### config.mk
export PLATFORM = sky130hd
export DESIGN_NAME = positional_list_engine_core
export DESIGN_NICKNAME = d
export VERILOG_FILES = /design/src/sv/ple_pkg.sv /design/src/sv/ple_store.sv /design/src/sv/ple_ctrl.sv /design/src/sv/positional_list_engine_core.sv
export VERILOG_INCLUDE_DIRS = /design/src /design/src/sv
export SDC_FILE = /design/constraint.sdc
export NUM_CORES = 1
export LEC_CHECK = 0
export BUFFER_PORTS_ARGS = -buffer_cell sky130_fd_sc_hd__buf_2
export CAP_MARGIN = 20
export CORE_ASPECT_RATIO = 0.75
export CORE_MARGIN = 3
export CORE_UTILIZATION = 30
export DETAILED_ROUTE_END_ITERATION = 7
export PLACE_DENSITY_LB_ADDON = 0.25
export SYNTH_ARGS = -nofsm -noshare
export SYNTH_HDL_FRONTEND = slang
export SYNTH_SLANG_ARGS = --single-unit
export TNS_END_PERCENT = 100
### constraint.sdc
create_clock -name clk -period 9.7 [get_ports clk]
set_input_delay 2.91 -clock clk [delete_from_list [all_inputs] [get_ports clk]]
set_output_delay 2.91 -clock clk [all_outputs]
set_load 0.02 [all_outputs]
### src/sv/assert_macros.svh
// assertion helpers, clocked on clk and held off while arst_n is low
`ifndef ASSERT_MACROS_SVH
`define ASSERT_MACROS_SVH

`ifndef ASSERT_OFF

`define ASSERT_HOLDS(label, prop, msg) \
	label: assert property (@(posedge clk) disable iff (!arst_n) (prop)) else $error(msg);

`define ASSERT_NEVER(label, cond, msg) \
	label: assert property (@(posedge clk) disable iff (!arst_n) !(cond)) else $error(msg);

`else

`define ASSERT_HOLDS(label, prop, msg)

`define ASSERT_NEVER(label, cond, msg)

`endif

`endif

### src/sv/ple_pkg.sv
package ple_pkg;

	localparam int unsigned ActionW = 2;
	localparam int unsigned PosW    = 5;
	localparam int unsigned ValueW  = 32;
	localparam int unsigned LenW    = 5;

	localparam int unsigned InDataW  = 40;
	localparam int unsigned OutDataW = 48;

	typedef enum logic [ActionW-1:0] {
		ACT_READ   = 2'd0,
		ACT_LOCATE = 2'd1,
		ACT_INSERT = 2'd2,
		ACT_DELETE = 2'd3
	} action_t;

	typedef enum logic [2:0] {
		ST_IDLE,
		ST_CHECK,
		ST_RD,
		ST_EVAL,
		ST_PUT,
		ST_DONE
	} state_t;

	typedef struct packed {
		logic [LenW-1:0]   length;
		logic [PosW-1:0]   found_position;
		logic [ValueW-1:0] data;
		logic              ok;
	} result_t;

endpackage

### src/sv/ple_store.sv
module ple_store #(
	parameter int unsigned CAPACITY = 16,
	parameter int unsigned AW       = 4
) (
	input  logic                       clk,
	input  logic                       wr_en,
	input  logic [AW-1:0]              wr_addr,
	input  logic [ple_pkg::ValueW-1:0] wr_data,
	input  logic                       rd_en,
	input  logic [AW-1:0]              rd_addr,
	output logic [ple_pkg::ValueW-1:0] rd_data
);
	import ple_pkg::*;

	logic [ValueW-1:0] mem [CAPACITY];
	logic [ValueW-1:0] rd_data_q;

	always_ff @(posedge clk) begin
		if (wr_en) begin
			mem[wr_addr] <= wr_data;
		end
		if (rd_en) begin
			rd_data_q <= mem[rd_addr];
		end
	end

	assign rd_data = rd_data_q;

endmodule

### src/sv/ple_ctrl.sv
`include "assert_macros.svh"

module ple_ctrl #(
	parameter int unsigned CAPACITY = 16,
	parameter int unsigned AW       = 4,
	parameter int unsigned CW       = 5
) (
	input  logic                        clk,
	input  logic                        arst_n,
	input  logic                        req_valid,
	output logic                        req_ready,
	input  ple_pkg::action_t            req_action,
	input  logic [ple_pkg::PosW-1:0]    req_position,
	input  logic [ple_pkg::ValueW-1:0]  req_value,
	output logic                        res_valid,
	input  logic                        res_take,
	output ple_pkg::result_t            res,
	output logic                        wr_en,
	output logic [AW-1:0]               wr_addr,
	output logic [ple_pkg::ValueW-1:0]  wr_data,
	output logic                        rd_en,
	output logic [AW-1:0]               rd_addr,
	input  logic [ple_pkg::ValueW-1:0]  rd_data
);
	import ple_pkg::*;

	localparam int unsigned CmpW = ((CW > PosW) ? CW : PosW) + 1;

	state_t            state_q, state_d;
	action_t           act_q;
	logic [PosW-1:0]   pos_q;
	logic [ValueW-1:0] val_q;
	logic [CW-1:0]     cnt_q;
	logic [AW-1:0]     ptr_q;
	logic              first_q;
	logic              ok_q;
	logic [ValueW-1:0] data_q;
	logic [PosW-1:0]   found_q;

	// shared compare unit and pointer arithmetic
	logic          hit;
	logic          at_end;
	logic          at_pos;
	logic [CW-1:0] ptr_inc;
	logic [AW-1:0] pos_idx;
	logic          pos_nz;
	logic          pos_le_cnt;
	logic          pos_le_cnt1;
	logic          not_full;
	logic          rw_ok;
	logic          ins_ok;
	logic          append;

	assign hit         = (rd_data == val_q);
	assign ptr_inc     = CW'(ptr_q) + CW'(1);
	assign at_end      = (ptr_inc == cnt_q);
	assign pos_idx     = AW'(pos_q - PosW'(1));
	assign at_pos      = (ptr_q == pos_idx);
	assign pos_nz      = (pos_q != '0);
	assign pos_le_cnt  = (CmpW'(pos_q) <= CmpW'(cnt_q));
	assign pos_le_cnt1 = (CmpW'(pos_q) <= (CmpW'(cnt_q) + CmpW'(1)));
	assign not_full    = (CmpW'(cnt_q) < CmpW'(CAPACITY));
	assign rw_ok       = pos_nz && pos_le_cnt;
	assign ins_ok      = pos_nz && pos_le_cnt1 && not_full;
	assign append      = (CmpW'(pos_q) == (CmpW'(cnt_q) + CmpW'(1)));

	// next state
	always_comb begin
		state_d = state_q;
		unique case (state_q)
			ST_IDLE: begin
				if (req_valid) begin
					state_d = ST_CHECK;
				end
			end
			ST_CHECK: begin
				unique case (act_q) inside
					ACT_READ, ACT_DELETE: state_d = rw_ok ? ST_RD : ST_DONE;
					ACT_LOCATE:           state_d = (cnt_q != '0) ? ST_RD : ST_DONE;
					ACT_INSERT: begin
						if (!ins_ok) begin
							state_d = ST_DONE;
						end else if (append) begin
							state_d = ST_PUT;
						end else begin
							state_d = ST_RD;
						end
					end
					default: state_d = ST_DONE;
				endcase
			end
			ST_RD: state_d = ST_EVAL;
			ST_EVAL: begin
				unique case (act_q)
					ACT_READ:   state_d = ST_DONE;
					ACT_LOCATE: state_d = (hit || at_end) ? ST_DONE : ST_RD;
					ACT_INSERT: state_d = at_pos ? ST_PUT : ST_RD;
					ACT_DELETE: state_d = at_end ? ST_DONE : ST_RD;
					default:    state_d = ST_DONE;
				endcase
			end
			ST_PUT: state_d = ST_DONE;
			ST_DONE: begin
				if (res_take) begin
					state_d = ST_IDLE;
				end
			end
			default: state_d = ST_IDLE;
		endcase
	end

	// outputs
	always_comb begin
		req_ready = 1'b0;
		res_valid = 1'b0;
		wr_en     = 1'b0;
		wr_addr   = ptr_q;
		wr_data   = rd_data;
		rd_en     = 1'b0;
		unique case (state_q)
			ST_IDLE: req_ready = 1'b1;
			ST_RD:   rd_en = 1'b1;
			ST_EVAL: begin
				if (act_q == ACT_INSERT) begin
					wr_en   = 1'b1;
					wr_addr = AW'(ptr_inc);
				end else if (act_q == ACT_DELETE && !first_q) begin
					wr_en   = 1'b1;
					wr_addr = ptr_q - AW'(1);
				end
			end
			ST_PUT: begin
				wr_en   = 1'b1;
				wr_addr = pos_idx;
				wr_data = val_q;
			end
			ST_DONE: res_valid = 1'b1;
			default: ;
		endcase
	end

	assign rd_addr            = ptr_q;
	assign res.ok             = ok_q;
	assign res.data           = data_q;
	assign res.found_position = found_q;
	assign res.length         = LenW'(cnt_q);

	always_ff @(posedge clk or negedge arst_n) begin
		if (!arst_n) begin
			state_q <= ST_IDLE;
			cnt_q   <= '0;
		end else begin
			state_q <= state_d;
			if (state_q == ST_PUT) begin
				cnt_q <= cnt_q + CW'(1);
			end else if (state_q == ST_EVAL && act_q == ACT_DELETE && at_end) begin
				cnt_q <= cnt_q - CW'(1);
			end
		end
	end

	always_ff @(posedge clk) begin
		unique case (state_q)
			ST_IDLE: begin
				act_q   <= req_action;
				pos_q   <= req_position;
				val_q   <= req_value;
				ok_q    <= 1'b0;
				data_q  <= '0;
				found_q <= '0;
				first_q <= 1'b1;
			end
			ST_CHECK: begin
				if (act_q == ACT_LOCATE) begin
					ptr_q <= '0;
				end else if (act_q == ACT_INSERT) begin
					ptr_q <= AW'(cnt_q - CW'(1));
				end else begin
					ptr_q <= pos_idx;
				end
			end
			ST_EVAL: begin
				first_q <= 1'b0;
				unique case (act_q)
					ACT_READ: begin
						data_q <= rd_data;
						ok_q   <= 1'b1;
					end
					ACT_LOCATE: begin
						if (hit) begin
							found_q <= PosW'(ptr_inc);
							ok_q    <= 1'b1;
						end else begin
							ptr_q <= AW'(ptr_inc);
						end
					end
					ACT_INSERT: begin
						ptr_q <= ptr_q - AW'(1);
					end
					ACT_DELETE: begin
						if (first_q) begin
							data_q <= rd_data;
						end
						if (at_end) begin
							ok_q <= 1'b1;
						end else begin
							ptr_q <= AW'(ptr_inc);
						end
					end
					default: ;
				endcase
			end
			ST_PUT: ok_q <= 1'b1;
			default: ;
		endcase
	end

	`ASSERT_NEVER(a_cnt_bound, CmpW'(cnt_q) > CmpW'(CAPACITY), "count above capacity")
	`ASSERT_HOLDS(a_cnt_change, (cnt_q != $past(cnt_q)) |-> ($past(state_q) == ST_PUT || $past(state_q) == ST_EVAL), "count moved outside put or delete")
	`ASSERT_HOLDS(a_put_grows, (state_q == ST_PUT) |=> (cnt_q == $past(cnt_q) + CW'(1)), "insert did not grow the list")
	`ASSERT_NEVER(a_wr_range, wr_en && (CmpW'(wr_addr) > CmpW'(cnt_q)), "write beyond list end")

endmodule

### src/sv/positional_list_engine_core.sv
// channel | dir | tdata fields, lowest bit up
// s_*     | in  | action[1:0] position[6:2] value[38:7], zero pad to 40
// m_*     | out | ok[0] data[32:1] found_position[37:33] length[42:38], zero pad to 48
//
// after the input transfer the sequencer runs check, then read and evaluate for each entry visited, then done;
// a rejected request or a locate on an empty list goes from check to done; locate scans from the front to a hit
// or the end, insert shifts entries up from the back then puts the value, delete shifts entries down to the end
// the sequencer holds s_tready low from the input transfer until its result is
// placed in the output register, which then waits for m_tready on its own
// reset clears the length and the handshake; list storage is not cleared

module positional_list_engine_core #(
	parameter int unsigned CAPACITY = 16
) (
	input  logic                           clk,
	input  logic                           arst_n,
	input  logic                           s_tvalid,
	output logic                           s_tready,
	input  logic [ple_pkg::InDataW-1:0]    s_tdata,  // action, position, value
	output logic                           m_tvalid,
	input  logic                           m_tready,
	output logic [ple_pkg::OutDataW-1:0]   m_tdata   // ok, data, found_position, length
);
	import ple_pkg::*;

	localparam int unsigned AW = (CAPACITY > 1) ? $clog2(CAPACITY) : 1;
	localparam int unsigned CW = $clog2(CAPACITY + 1);

	logic              res_valid;
	logic              res_take;
	result_t           res;
	result_t           res_q;
	logic              m_tvalid_q;
	logic              wr_en;
	logic [AW-1:0]     wr_addr;
	logic [ValueW-1:0] wr_data;
	logic              rd_en;
	logic [AW-1:0]     rd_addr;
	logic [ValueW-1:0] rd_data;

	ple_ctrl #(
		.CAPACITY (CAPACITY),
		.AW       (AW),
		.CW       (CW)
	) u_ctrl (
		.clk          (clk),
		.arst_n       (arst_n),
		.req_valid    (s_tvalid),
		.req_ready    (s_tready),
		.req_action   (action_t'(s_tdata[1:0])),
		.req_position (s_tdata[6:2]),
		.req_value    (s_tdata[38:7]),
		.res_valid    (res_valid),
		.res_take     (res_take),
		.res          (res),
		.wr_en        (wr_en),
		.wr_addr      (wr_addr),
		.wr_data      (wr_data),
		.rd_en        (rd_en),
		.rd_addr      (rd_addr),
		.rd_data      (rd_data)
	);

	ple_store #(
		.CAPACITY (CAPACITY),
		.AW       (AW)
	) u_store (
		.clk     (clk),
		.wr_en   (wr_en),
		.wr_addr (wr_addr),
		.wr_data (wr_data),
		.rd_en   (rd_en),
		.rd_addr (rd_addr),
		.rd_data (rd_data)
	);

	// result moves into the output register once it is empty or being drained
	assign res_take = res_valid && (!m_tvalid_q || m_tready);

	always_ff @(posedge clk or negedge arst_n) begin
		if (!arst_n) begin
			m_tvalid_q <= 1'b0;
		end else if (res_take) begin
			m_tvalid_q <= 1'b1;
		end else if (m_tready) begin
			m_tvalid_q <= 1'b0;
		end
	end

	always_ff @(posedge clk) begin
		if (res_take) begin
			res_q <= res;
		end
	end

	assign m_tvalid = m_tvalid_q;
	assign m_tdata  = {5'd0, res_q.length, res_q.found_position, res_q.data, res_q.ok};

	logic unused_pad;
	assign unused_pad = s_tdata[39];

endmodule
# [Word level (Yosys, flattened, before mapping)]
# Memory sizes are Yosys's and may differ from the RTL's. A register that Yosys moved wholly into a read port is not among the register bits.
# Cells that the tools add are included.
[word_totals] regBits=134 mem_bits_rw=512 in_bits=44 output_inout_bits=50 mem_count=1
[op_classes] add_sub_neg=6 n_lt_le_gt_ge=3 eq_ne=24 n_mux=45 n_reduce_logical=26
[memory_table] name="u_store.mem" depth=16 word_bits=32 rd=1 rd_clocked_by_memory_dff=1 write_ports=1 line_no="ple_store.sv:15" text="logic [ValueW-1:0] mem [CAPACITY];"
[op_table] op="$pmux W32 S2" n=2
[op_table] op="$mux W32" n=2
[op_table] op="$eq A32 B32 Y1" n=1
[op_table] op="$mux W3" n=9
[op_table] op="$mux W4" n=6
[op_table] op="$mux W5" n=4
[op_table] op="$pmux W3 S6" n=1
[op_table] op="$pmux W4 S2" n=2
[op_table] op="$pmux W3 S4" n=1
[op_table] op="$pmux W4 S3" n=1
[op_table] op="$mux W1" n=11
[op_table] op="$pmux W5 S2" n=1
[op_table] op="$reduce_bool A5 Y1" n=2
[op_table] op="$ne A3 B2 Y1 const B" n=3
[op_table] op="$pmux W3 S3" n=1
[op_table] op="$ne A4 B1 Y1 const B" n=2
[op_table] op="$reduce_and A4 Y1" n=2
[op_table] op="$reduce_bool A2 Y1" n=4
[op_table] op="$sub A4 B1 Y4 const B" n=2
[op_table] op="$logic_and A1 B1 Y1" n=7
[op_table] op="$add A5 B1 Y6 const B" n=1
[op_table] op="$eq A3 B2 Y1 const B" n=2
[op_table] op="$eq A3 B3 Y1 const B" n=2
[op_table] op="$eq A5 B6 Y1" n=1
[op_table] op="25 further kinds" n=34

# [Longest topological paths before layout]
# Gate-level depths: netlist of run 1.
[depth] word_depth=7 ltp_mapped=12 mapped_depth_nobuf=10

# [Modules after synthesis]
# From an unflattened synthesis of run 1, not the netlist that was laid out.
[hier_totals] cells_unflattened=1381 area_unflattened_um2=26614.3
[by_module_without_submodules] mod="ple_store" instances=1 cells_each=838 area_per_inst_um2=20155.6 seq_area_each_um2=16335.7
[by_module_without_submodules] mod="ple_ctrl" instances=1 cells_each=490 area_per_inst_um2=5082.4 seq_area_each_um2=2662.6
[by_module_without_submodules] mod="positional_list_engine_core" instances=1 cells_each=53 area_per_inst_um2=1376.3 seq_area_each_um2=1316.3

# [Worst setup path before layout of run 1]
# No wires, ideal clock.
[synth_path] path_type="input to register" start="input port m_tready" end="register res_q (netlist bit m_tdata[0]) (enable)" setup_time_ns=0.444 arrival_ns=4.768 setup_slack_ns=4.488 cell_stages=2 n_path_buf=0 cell_sequence="nor2b_1 nor2_1"
[synth_via] elab_chain_len=2
[synth_lines] element="start, declared" line_no="positional_list_engine_core.sv:21" text="input logic m_tready,"
[synth_lines] element="$logic_or A1 B1 Y1" line_no="positional_list_engine_core.sv:78" text="assign res_take = res_valid && (!m_tvalid_q || m_tready);"
[synth_lines] element="$logic_and A1 B1 Y1" line_no="positional_list_engine_core.sv:78"
[synth_lines] element="via res_take" line_no="positional_list_engine_core.sv:30" text="logic res_take;"
[synth_lines] element="end signal, assigned" line_no="positional_list_engine_core.sv:92" text="res_q <= res;"
[synth_lines] element="end, declared" line_no="positional_list_engine_core.sv:32" text="result_t res_q;"
# The timed path passes the listed nets, and every way through them passes these cells.
# A chain may end at the register's enable or synchronous reset.

# [Final worst setup path of run 1]
[layout_path] start="register u_ctrl.state_q[2]" end="output port s_tready"
[layout_via] elab_chain_len=2
[layout_lines] element="start, declared" line_no="ple_ctrl.sv:29" text="state_t state_q, state_d;"
[layout_lines] element="start signal, assigned" line_no="ple_ctrl.sv:153" text="state_q <= state_d;"
[layout_lines] element="$logic_not A3 Y1" line_no="ple_ctrl.sv:120" text="unique case (state_q)"
[layout_lines] element="$mux W1" line_no="ple_ctrl.sv:120"
[layout_lines] element="end, declared" line_no="positional_list_engine_core.sv:18" text="output logic s_tready,"
# No other way between the ends.

==> results by stage, run 1 <==
Clock tree:
- The clock transition at the registers of the reported paths is 0.06 ns.
- For this design, the sink count on the clock tree is 678.
- The source-to-sink clock delay at the later pin of the worst-skew pair is 0.61 ns.
- The cell at the root of the clock tree is clkbuf_16.
- Buffers added to address setup during post-CTS repair amount to 0.
- The clock tree from TritonCTS is done.
- The H-tree generated during clock tree synthesis spans 3 levels.
- Clock tree synthesis inserted a total of 67 buffers.
- The clock passes through at most 3 buffers.
- The post-cts hold buffer count is 0.
- Once the clock tree was built, the resizer swapped 0 gates to a different size.

Synth:
- After Yosys synthesis, XOR and XNOR cells account for 1.911% of the synthesized area.
- In the synthesized netlist the dominant register cell turns out to be edfxtp_1.
- After synthesis, the share of cell area in mux cells is 13.72%.
- Counting flops with an async set or reset pin after synthesis yields a share of 1.327%.
- In this run, synthesis produced a sequential element count of 678.
- The adder-cell share of the synthesized area is 0.9345%.
- The mean area per synthesized cell is 20.35 um^2.
- The number of enable-type register cells in the synthesized netlist is 669.
- The number of distinct library cell variants in the gate-level netlist after synthesis is 63.
- Sorting the synthesized cells by area gives the leading types as edfxtp_1 75%, mux4_2 13%, nand2_1 1.7%, xnor2_1 1.6%, ha_1 0.93%.
- The leading area contributor after synthesis is edfxtp_1.
- For this run, the number of Yosys warnings is 0.
- The post-synthesis share of cell area spent on and, or, nand and nor gates is 4.453%.
- Of the post-synthesis cell area, the dominant cell type holds 75.02%.
- The compound-gate portion of the synthesized area is 1.551%.
- The post-synthesis instance area is 26,780 um^2.
- Sequential elements use 75.86% of the synthesized area.
- The largest family of logic cells by synthesized area is multiplexers.
- The synthesized instance count is 1,316.

Power:
- Of the total power, combinational logic draws 28.5%.
- The completed layout was analyzed and its total power is 9348 uW.
- The worst-case IR drop observed on VDD is 0.1437 mV.
- Summed over all nets, the switching power comes to 2923 uW.
- For this design the static power due to leakage is 0.009875 uW.
- The share of power burned in registers is 45.1%.
- Internal power comes to 6425 uW.
- The total power per unit cell area is 304.0 nW/um^2.
- The clock network fraction of design power is 26.4%.
- In this run switching power makes up 31.27% of total power.

Placement:
- The congestion estimate from routability-driven global placement came to 0.7615.
- The cell count after placement is 2,523.
- The count of buffers added on input and output ports is 87.
- Detailed placement ended at an HPWL of 35,150 um.
- The post-place setup slack is 4.731 ns.

Layout:
- The proportion of layout cells with a drive suffix above 1 is 27.14%.
- The final layout contains 1,505 nets.
- The finished layout holds 2,644 standard cells, fillers aside.
- The number of diodes is 0.
- Compared with the post-synthesis result, the final layout area differs by 14.85%.

Die:
- The number of ports placed on the die boundary is 94.
- The y dimension of the die is 264.7 um.
- The number of standard-cell rows in the floorplan is 94.
- The die covers 92,920 um^2.
- Once the floorplan was initialized, standard cells occupied 30.40% of the core.
- The die is 351.0 um wide.
- In this run the standard cell core region covers 88,090 um^2.

Global routing:
- The number of global-route vias before repair is 13,070.
- Entering global routing, the biggest net connects 138 pins.
- For this run, the total global-route usage over all layers was measured as 14.51%.
- The total overflow left after global routing is 0.
- The number of antenna violations at the first check in global routing came to 3.
- The global-route wire length before repair is 96,400 um.

Critical path:
- The capturing point of the worst reg2reg path is u_store.mem[1][15]$_DFFE_PP_.
- The category of the worst setup path capture point is an output pin.
- The worst setup path is launched from a register.
- The capturing instance or port of the critical path is s_tready.
- Along the worst path, the maximum fanout reaches 40.
- Data on the critical path is required at its endpoint by 6.79 ns.
- In this run the critical register-to-register path is launched from u_ctrl.rd_addr[3]$_DFFE_PP_.
- Counting cells, the worst reg-to-reg path comes to 8.
- The worst setup path category is register to output pin.
- STA puts the critical path data arrival time at 2.64 ns.
- The worst register-to-register path has a setup slack of 5.27 ns.
- The first element of the critical path is u_ctrl.state_q[2]$_DFFE_PN0P_.

STA:
- The final clock period utilization by the worst path is 57.21%.
- The headroom to the max-slew limit is 29.11%.
- The clock arrives with 0.02059 ns of skew.
- Summed over all failing endpoints, the final setup total negative slack is 0 ns.
- Setup repair after global routing left no endpoint under its margin.
- The total count of hold-check failures in the final report came to 0.
- Setup violations remaining at the end of the flow were counted as 0.
- The transition time at the pin with the least slew margin is 1.063 ns.
- The max-slew violation count came to 0.
- The clock period minus final worst setup slack is 5.549 ns.
- The worst-case setup margin in the final layout is 4.151 ns.
- The achievable frequency is 0.1802 GHz.

Job:
- The number of maximum-capacitance violations is 0.

Outcome:
- The flow ran to the end, and the final reports show no timing, DRC or antenna violations.

Routing:
- After detailed routing, the average wire length per cell comes to 25.35 um.
- For this block, the initial DRC count from the detailed router was 1,362.
- The final routed DRC violation total is 0.
- The post-detailed-routing wire length is 67,020 um.
- The remaining antenna violation count after routing is 0.
- Before antenna repair, the detailed router went through 5 iterations.
- Summing over every cut layer, the via total after detailed routing is 12,960.
- Using the TritonRoute via totals, the vias-per-cell ratio works out to 4.901.

Min path:
- The worst hold-check path type is register to register.
==> critical path, stage by stage (launching register included) <==
cell     delay [ns]
dfrtp_1        0.49
or3_1          0.55
inv_2          0.08
buf_4          0.62
buf_2          0.30
==> cell families after synthesis <==
kind of cell / count (synthesis)
multiplexers: 167
AO/OA/AOI/OAI: 61
AND/OR/NAND/NOR: 247
adder cells (fa/ha/maj): 20
other: 1
buffers and inverters: 86
XOR/XNOR: 56
flip-flops: 678
==> cell usage in the layout, fill, tap and decap left out, types with 4 or more instances in the layout <==
cell	n
a21o_1	4
a21oi_1	13
a31oi_1	4
and2_1	33
buf_2	88
buf_4	29
clkbuf_1	16
clkbuf_16	69
clkinv_1	15
clkinv_2	11
conb_1	5
dfrtp_1	9
edfxtp_1	669
ha_1	20
inv_1	17
mux2i_1	6
mux4_2	160
nand2_1	117
nand2b_1	4
nand3_1	4
nand4_1	11
nor2_1	25
nor2b_1	4
nor3_1	6
nor3_2	17
o21ai_0	11
o22ai_1	7
xnor2_1	50
xor2_1	4
==> cell type report <==
class	instances	area (um^2)
flip-flops and latches	678	20310
clock buffers	85	1787
fillers	8201	57340
inverters	19	71.32
well taps	1152	1441
multi-input cells	556	6190
repair buffers	119	698.2
clock inverters	35	252.7
==> state kept, by name, summed over array words and instances (netlist names) <==
register         flops
m_tdata             43
m_tvalid             1
u_ctrl.act_q         2
u_ctrl.cnt_q         5
u_ctrl.data_q       32
u_ctrl.first_q       1
u_ctrl.found_q       5
u_ctrl.ok_q          1
u_ctrl.pos_q         5
u_ctrl.rd_addr       4
u_ctrl.state_q       3
u_ctrl.val_q        32
u_store.mem        512
u_store.rd_data     32
==> how the worst min path moves through the flow <==
stage	startpoint	end	slack, ns	cells after the start
global route	u_ctrl.data_q[8]$_SDFFCE_PN0P_	m_tdata[9]$_DFFE_PP_	0.42	0
floorplan	u_ctrl.ok_q$_DFFE_PP_	m_tdata[0]$_DFFE_PP_	0.40	0
CTS	u_ctrl.data_q[8]$_SDFFCE_PN0P_	m_tdata[9]$_DFFE_PP_	0.41	0
global placement	u_ctrl.data_q[4]$_SDFFCE_PN0P_	m_tdata[5]$_DFFE_PP_	0.41	0
detailed placement	u_ctrl.data_q[18]$_SDFFCE_PN0P_	m_tdata[19]$_DFFE_PP_	0.41	0
finish	u_ctrl.data_q[8]$_SDFFCE_PN0P_	m_tdata[9]$_DFFE_PP_	0.41	0
==> power groups by stage <==
stage	Clock (uW)	Sequential (uW)	Combinational (uW)
6_report	2460	4220	2670
5_1_grt	2670	4260	2910
4_1_cts	2540	4230	2730
3_5_place_dp	0	4280	2730
3_3_place_gp	0	4270	2680
2_1_floorplan	0	4200	1890
==> metal layers <==
layer | GRT usage (%) | part of all wire (%) | vias to the layer above
met4 | 3.527 | 1.9 | 2
met3 | 2.496 | 5.5 | 98
met2 | 21.91 | 46 | 386
li1 | - | - | 5550
met5 | 0 | 0.028 | -
met1 | 21.84 | 47 | 6923
==> synth_stat cells (all sizes together) (13+ instances only) <==
cell    instances
mux4          160
buf            43
nand2         118
edfxtp        669
o21ai          13
inv            19
nor2           29
nor3           23
clkbuf         24
xnor2          50
a21oi          14
and2           34
ha             20
==> stage by stage <==
| stage | utilization [%] | cell area [um^2] | hold WS, ns |
|---|---|---|---|
| after floorplan | - | 26790 | 0.4003 |
| after global placement | 32.59 | 28710 | 0.4091 |
| after detailed placement | 32.59 | 28710 | 0.4051 |
| after CTS | 34.91 | 30750 | 0.4121 |
| after global routing | 34.91 | 30750 | 0.4181 |
| final | 34.91 | 30750 | 0.4056 |
No activity file was read; power rests on OpenSTA's default activity.
==> run 2: changes to the inputs <==
- clock period: 9.7 -> 5.36 ns (I/O delays scaled with it)
==> run 2 against run 1 <==
Worst setup slack worse by 2.6 ns. Sequential share of layout area is 0.68 points lower. Sequential power is 80% higher. Sequential cell count stayed put. Critical path depth is 5 higher. Die area stayed put. Total power is 85% higher. Non-clock buffer count is 7 higher. Core utilization is 0.36 points higher. Count of clock-buffer cells in the layout is 1 higher. First-iteration DRC count is 12% lower. Critical path type is now register to register. Largest cell class unchanged. Largest power group unchanged.
==> results by stage, run 2 (synthesis results as in run 1) <==
Outcome:
- The run finished with clean final reports.

Clock tree:
- The clock tree from TritonCTS is done.
- CTS built an H-tree with a depth of 3.
- The clock transition at the registers of the reported paths is 0.06 ns.
- The buffer count from post-CTS setup fixing is 0.
- The number of hold buffers added after CTS was 0.
- The cell at the root of the clock tree is clkbuf_16.
- The clock sink count is 678.
- The number of gates resized after CTS was 0.
- The total clock buffers created by CTS is 71.
- The source-to-sink clock delay at the later pin of the worst-skew pair is 0.61 ns.
- The number of buffers between clock root and the deepest sink is 3.

Min path:
- The end point of the most critical hold path is m_tdata[21]$_DFFE_PP_.
- The instance count along the most critical hold path is 0.
- The critical hold path startpoint is u_ctrl.data_q[20]$_SDFFCE_PN0P_.
- The worst hold-check path type is register to register.

Power:
- In this run the static leakage power is 0.01003 uW.
- The maximum ir drop on the vdd rail is 0.5085 mV.
- The total power per unit cell area is 557.8 nW/um^2.
- Overall power consumption after layout is estimated at 17,330 uW.

Global routing:
- The number of antenna violations at the first check in global routing came to 2.
- Global routing used 21.33% of the available met1 tracks.
- For this run the aggregate overflow at the end of global routing stands at 0.
- The first global-routing pass estimated 95,540 um of wire.
- Entering global routing, the biggest net connects 136 pins.
- The combined global-route utilization of all metal layers is 14.34%.
- The routing usage on met2 is 21.28%.
- Global routing consumed, on the met3 layer, 3.323% of the routing resources.
- The number of global-route vias before repair is 13,410.
- The busiest layer in global routing is met1.

Critical path:
- The worst setup path is of the register to register kind.
- STA classifies the critical path endpoint as a register.
- STA classifies the critical path startpoint as a register.
- The slowest stage cell on the critical path is ha_1.
- The critical register-to-register path startpoint is u_ctrl.act_q[0]$_DFFE_PP_.
- The delay of the slowest cell on the worst path is 0.78 ns.
- Traced cell by cell, the critical path runs through inv_1 -> ha_1 -> nor2_1 -> a221oi_1 -> a31oi_1 -> o21ai_0 -> a21oi_1 -> nor3_2 -> buf_4.
- The minimum setup slack among reg-to-reg paths is 1.52 ns.
- The endpoint identified for the worst register-to-register timing path is u_store.mem[13][16]$_DFFE_PP_.
- The worst endpoint data arrival time is 4.08 ns.
- The first element of the critical path is u_ctrl.act_q[0]$_DFFE_PP_.
- Along the worst path, the maximum fanout reaches 32.
- Data on the critical path is required at its endpoint by 5.60 ns.
- The number of cells on the worst reg-to-reg path is 9.

Die:
- The area enclosed by the die boundary is 92,920 um^2.
- 94 I/O pins were placed.
- The y dimension of the die is 264.7 um.
- The core area is 88,090 um^2.
- The die boundary width is 351.0 um.
- The starting density of the core is 30.40%.
- Row generation in the floorplan step produced 94 rows.

Routing:
- The initial DRC count is 1,202.
- The average wire per cell in the routed design is 24.87 um.
- The remaining antenna violation count after routing is 0.
- The final layout contains routed wiring with a total length of 66,220 um.
- The routed via count divided by cell count is 4.910.
- The number of vias in the routed layout is 13,070.
- The final routed DRC violation total is 0.
- Before antenna repair, the detailed router went through 5 iterations.

STA:
- Static timing analysis puts the maximum clock frequency at 0.2601 GHz.
- Setup repair after global routing left no endpoint under its margin.
- The max-slew violation count was 0.
- The worst path meets setup with 1.516 ns of slack.
- The total count of hold-check failures in the final report is 0.
- The final clock period utilization by the worst path is 71.72%.
- The clock period minus final worst setup slack is 3.844 ns.
- The clock tree skew after final layout is 0.03094 ns.
- The number of failing setup endpoints in the final timing report is 0.
- The setup total negative slack is 0 ns.
- The headroom to the max-slew limit is 24.68%.
- For the pin with the worst max-slew slack, the measured transition is 1.119 ns.

Layout:
- The proportion of layout cells with a drive suffix above 1 is 27.98%.
- The register with the most flip-flops in the layout has 512 of them.
- The synthesis-to-finish area growth is 16.04%.
- The register ranked first by flip-flop count is u_store.mem.
- In the layout the commonest cells are 669 x edfxtp_1, 160 x mux4_2, 117 x nand2_1.
- The net count of the finished layout is 1,516.
- Leaving out fill and tap cells, the most frequent cell in the layout is edfxtp_1.
- The number of inserted filler cells in the final layout is 8,096.
- The cell area after layout is 31,070 um^2.

Placement:
- The port buffer count is 87.
- Detailed placement ended at an HPWL of 36,440 um.
- Once placement finished, the instance area stood at 28,750 um^2.
- The congestion estimate from routability-driven global placement came to 0.7590.
- Timing analysis after detailed placement gives a worst setup slack of 1.607 ns.

Job:
- Across the run, the number of max-cap violations was 0.
run 2: how the worst max path moves through the flow:
stage	to	cells past startpoint
floorplan	u_store.mem[3][0]$_DFFE_PP_	10
detailed placement	u_store.mem[14][8]$_DFFE_PP_	9
global placement	u_store.mem[14][8]$_DFFE_PP_	9
CTS	u_store.mem[14][16]$_DFFE_PP_	9
global route	u_store.mem[14][16]$_DFFE_PP_	9
finish	u_store.mem[13][16]$_DFFE_PP_	9
run 2: routing by layer:
layer  up-vias  wire (um)
met3        78       4820
met5         -          0
li1       5574          -
met1      6967      30810
met4         0       1194
met2       452      29390
run 2: cell type report:
type	instances	area (um^2)	area share [%]
timing repair buffer	126	750.7	2.416
tap	1152	1441	4.639
sequential	678	20310	65.38
inverter	19	71.32	0.2295
clock buffer	86	1876	6.036
antenna	2	5.005	0.01611
multi-input combinational	556	6178	19.88
clock inverter	43	435.4	1.401
run 2: metrics by stage:
stage	hold slack, ns	util (%)	cells
floorplan	0.4003	-	1320
global placement	0.4103	32.64	2530
detailed placement	0.4065	32.64	2530
CTS	0.4151	35.26	2659
global route	0.4224	35.27	2660
finish	0.4136	35.27	2662
run 2: power by group:
| part | switching [uW] | internal, uW | total (uW) |
|---|---|---|---|
| clock network | 2080 | 2770 | 4850 |
| registers | 377 | 7220 | 7590 |
| logic | 2950 | 1940 | 4890 |
run 2: worst max-delay path: cells and delay by family, from the launching register on:
| kind | cells | cell delay (ns) |
|---|---|---|
| compound gates | 4 | 1.13 |
| fa+ha+maj | 1 | 0.78 |
| buf+inv | 2 | 0.73 |
| flops | 1 | 0.42 |
| simple gates | 2 | 0.37 |
==> run 3: changes to the inputs <==
- clock period: 5.36 -> 3.2 ns (I/O delays scaled with it)
==> run 3 against run 2 <==
Core utilization rose by 0.67 points. Register-to-register slack got worse by 1.3 ns. Non-clock buffer count rose by 31. Count of clock-buffer cells in the layout rose by 3. Critical path type unchanged. Critical endpoint is now u_ctrl.rd_addr[1]$_DFFE_PP_. Largest cell class unchanged.
==> results by stage, run 3 (synthesis results as in run 1) <==
Power:
- The clock network fraction of design power is 27.6%.
- The switching power is 9304 uW.
- The share of power burned in registers is 42.9%.
- The power share of the combinational group is 29.5%.
- VDD sags by at most 0.6376 mV.
- The internal portion of the total power is 20,310 uW.
- The leakage power is 0.01029 uW.
- For this design the ratio of total power to cell area is 935.3 nW/um^2.
- Of the total power, the share spent switching nets is 31.41%.

Clock tree:
- The source-to-sink clock delay at the later pin of the worst-skew pair is 0.62 ns.
- After clock tree synthesis, the clock-pin slew on the worst setup and hold paths is 0.07 ns.
- The number of clock buffers added by TritonCTS is 70.
- TritonCTS built the clock tree.
- The post-cts hold buffer count is 0.
- The number of buffers between clock root and the deepest sink is 3.
- The H-tree was split into 3 levels.
- The tree built by TritonCTS fans out to 678 sinks.
- The cell at the root of the clock tree is clkbuf_16.

Die:
- The die boundary width is 351.0 um.
- The die covers 92,920 um^2.
- For this configuration, the core starts out at a cell density of 30.40%.
- The y dimension of the die is 264.7 um.
- In this run the standard cell core region covers 88,090 um^2.
- The number of ports placed on the die boundary is 94.
- The number of standard-cell rows in the floorplan is 94.

Global routing:
- Global routing used 14.68% of the available tracks across all layers.
- The maximum number of pins on one net before global-route repair is 95.
- The number of antenna violations at the first check in global routing is 1.
- The global-route wire length before repair is 97,720 um.
- The number of global-route vias before repair is 13,730.
- The total congestion overflow after global routing is 0.

Min path:
- The path class of the tightest hold or removal check is primary input to async pin.

Placement:
- The placed instance area is 29,370 um^2.
- After legalization and detailed placement, the total HPWL measured 39,030 um.
- The cell count after placement is 2,562.
- The post-place setup slack is 0.1213 ns.
- The weighted congestion reported at the end of routability-driven placement is 0.7682.
- The port buffer count is 87.

Routing:
- The number of vias in the routed layout is 13,000.
- The first detailed-routing pass ran for 5 iterations.
- In this run the remaining antenna-violating nets after routing total 0.
- The initial DRC count is 1,185.
- Summed over all layers, the routed wires come to 67,480 um.
- The routed via count divided by cell count is 4.833.
- Dividing the detail-routed wire length by the instance count gives 25.09 um.
- For this run, design rule violations remaining after detail routing come to 0.

Layout:
- The register with the most flip-flops in the layout has 512 of them.
- The library cells used most frequently in the layout, excluding fill and tap cells, are 669 x edfxtp_1, 160 x mux4_2, 116 x nand2_1.
- The count of non-filler cells in the finished layout is 2,689.
- Leaving out fill and tap cells, the most frequent cell in the layout is edfxtp_1.
- At the end of the flow the core is filled with cells to 35.95%.
- The register ranked first by flip-flop count is u_store.mem.
- The net count of the finished layout is 1,546.
- The number of antenna diodes in the final layout is 0.
- The cell area after layout is 31,670 um^2.
- The post-route netlist has 29.41% of its cells at a drive strength greater than 1.
- The synthesis-to-finish area growth is 18.26%.

STA:
- The transition time at the pin with the least slew margin is 0.9642 ns.
- Counting I/O delays and the setup requirement, the final critical path takes 2.993 ns.
- The final clock period utilization by the worst path is 93.52%.
- Headroom to the max-slew limit came out at 35.13%.
- The total count of hold-check failures in the final report is 0.
- The number of failing setup endpoints in the final timing report is 0.
- The max-slew violation count is 0.
- The achievable frequency is 0.3341 GHz.
- Setup repair after global routing left no endpoint under its margin.
- Across all hold checks on the routed design, the worst slack comes to 0.1936 ns.
- The worst-case setup margin in the final layout is 0.2073 ns.
- The clock arrives with 0.03762 ns of skew.

Critical path:
- The worst register-to-register path begins at u_ctrl.rd_addr[0]$_DFFE_PP_.
- The family with the most delay on the worst path is simple AND/OR/NAND/NOR gates.
- Along the worst path, the maximum fanout reaches 8.
- The first element of the critical path is u_ctrl.rd_addr[0]$_DFFE_PP_.
- The worst endpoint data arrival time is 3.24 ns.
- STA classifies the critical path endpoint as a register.
- The endpoint required time on the critical path is 3.45 ns.
- The kind of launch point of the worst setup path is a register.
- The delay of the slowest cell on the worst path is 0.81 ns.
- The buffers plus inverters on the worst setup path is 1.
- The signal on the critical path passes through ha_1 -> nand3_1 -> nor3_1 -> o311ai_2 -> or2_4 -> inv_1 -> nor4_1.
- By startpoint and endpoint, the worst setup path is classified as register to register.
- The slowest stage cell on the critical path is nor4_1.

Job:
- The number of maximum-capacitance violations is 0.

Outcome:
- The flow ran to the end, and the final reports show no timing, DRC or antenna violations.
-- run 3: worst reg2reg max path, stage by stage (launching register included) --
cell	delay, ns
edfxtp_1	0.50
ha_1	0.39
nand3_1	0.17
nor3_1	0.07
o311ai_2	0.42
or2_4	0.20
inv_1	0.05
nor4_1	0.81
-- run 3: cell type report --
type | count | area, um^2
fill | 8073 | 56430
sequential | 678 | 20310
multi-input combinational | 556 | 6306
clock buffer | 89 | 1929
tap | 1152 | 1441
timing repair buffer | 157 | 1249
clock inverter | 38 | 355.3
inverter | 19 | 71.32
-- run 3: layer usage --
layer	GRT usage [%]	up-vias	share of wire, %
met3	2.741	87	4.9
met4	3.573	0	1.8
met2	22.71	311	47
met1	21.46	6950	47
met5	0	-	0
li1	-	5649	-
-- run 3: repair_timing --
action | in CTS | in global routing
buffers inserted | 0 | 0
gates resized for setup | 0 | 4
endpoints found under the setup margin | 0 | 256
-- run 3: path summary, 6_finish.rpt --
kind,end,slack [ns],depth (start not counted)
max in group asynchronous,u_ctrl.state_q[1]$_DFFE_PN0P_,2.80,1
worst min register to register,m_tdata[10]$_DFFE_PP_,0.42,0
worst min-delay path,u_ctrl.cnt_q[0]$_DFFE_PN0P_,0.19,1
worst max register to register,u_ctrl.rd_addr[1]$_DFFE_PP_,0.21,7
min in group clk,m_tdata[10]$_DFFE_PP_,0.42,0
worst max-delay path,u_ctrl.rd_addr[1]$_DFFE_PP_,0.21,7
-- run 3: power groups by stage --
stage               sequential (uW)  clock [uW]  combinational, uW
floorplan                     12700           0               5860
global placement              12900           0               8780
detailed placement            12900           0               8890
CTS                           12700        8420               8920
global route                  12800        8780               9490
finish                        12700        8160               8750
-- run 3: through the flow --
| stage | power [uW] | TNS, ns |
|---|---|---|
| after global routing | 31090 | 0 |
| after CTS | 30070 | 0 |
| final | 29620 | 0 |
| after detailed placement | 21790 | 0 |
| after global placement | 21650 | 0 |
| after floorplan | 18570 | -166.34 |
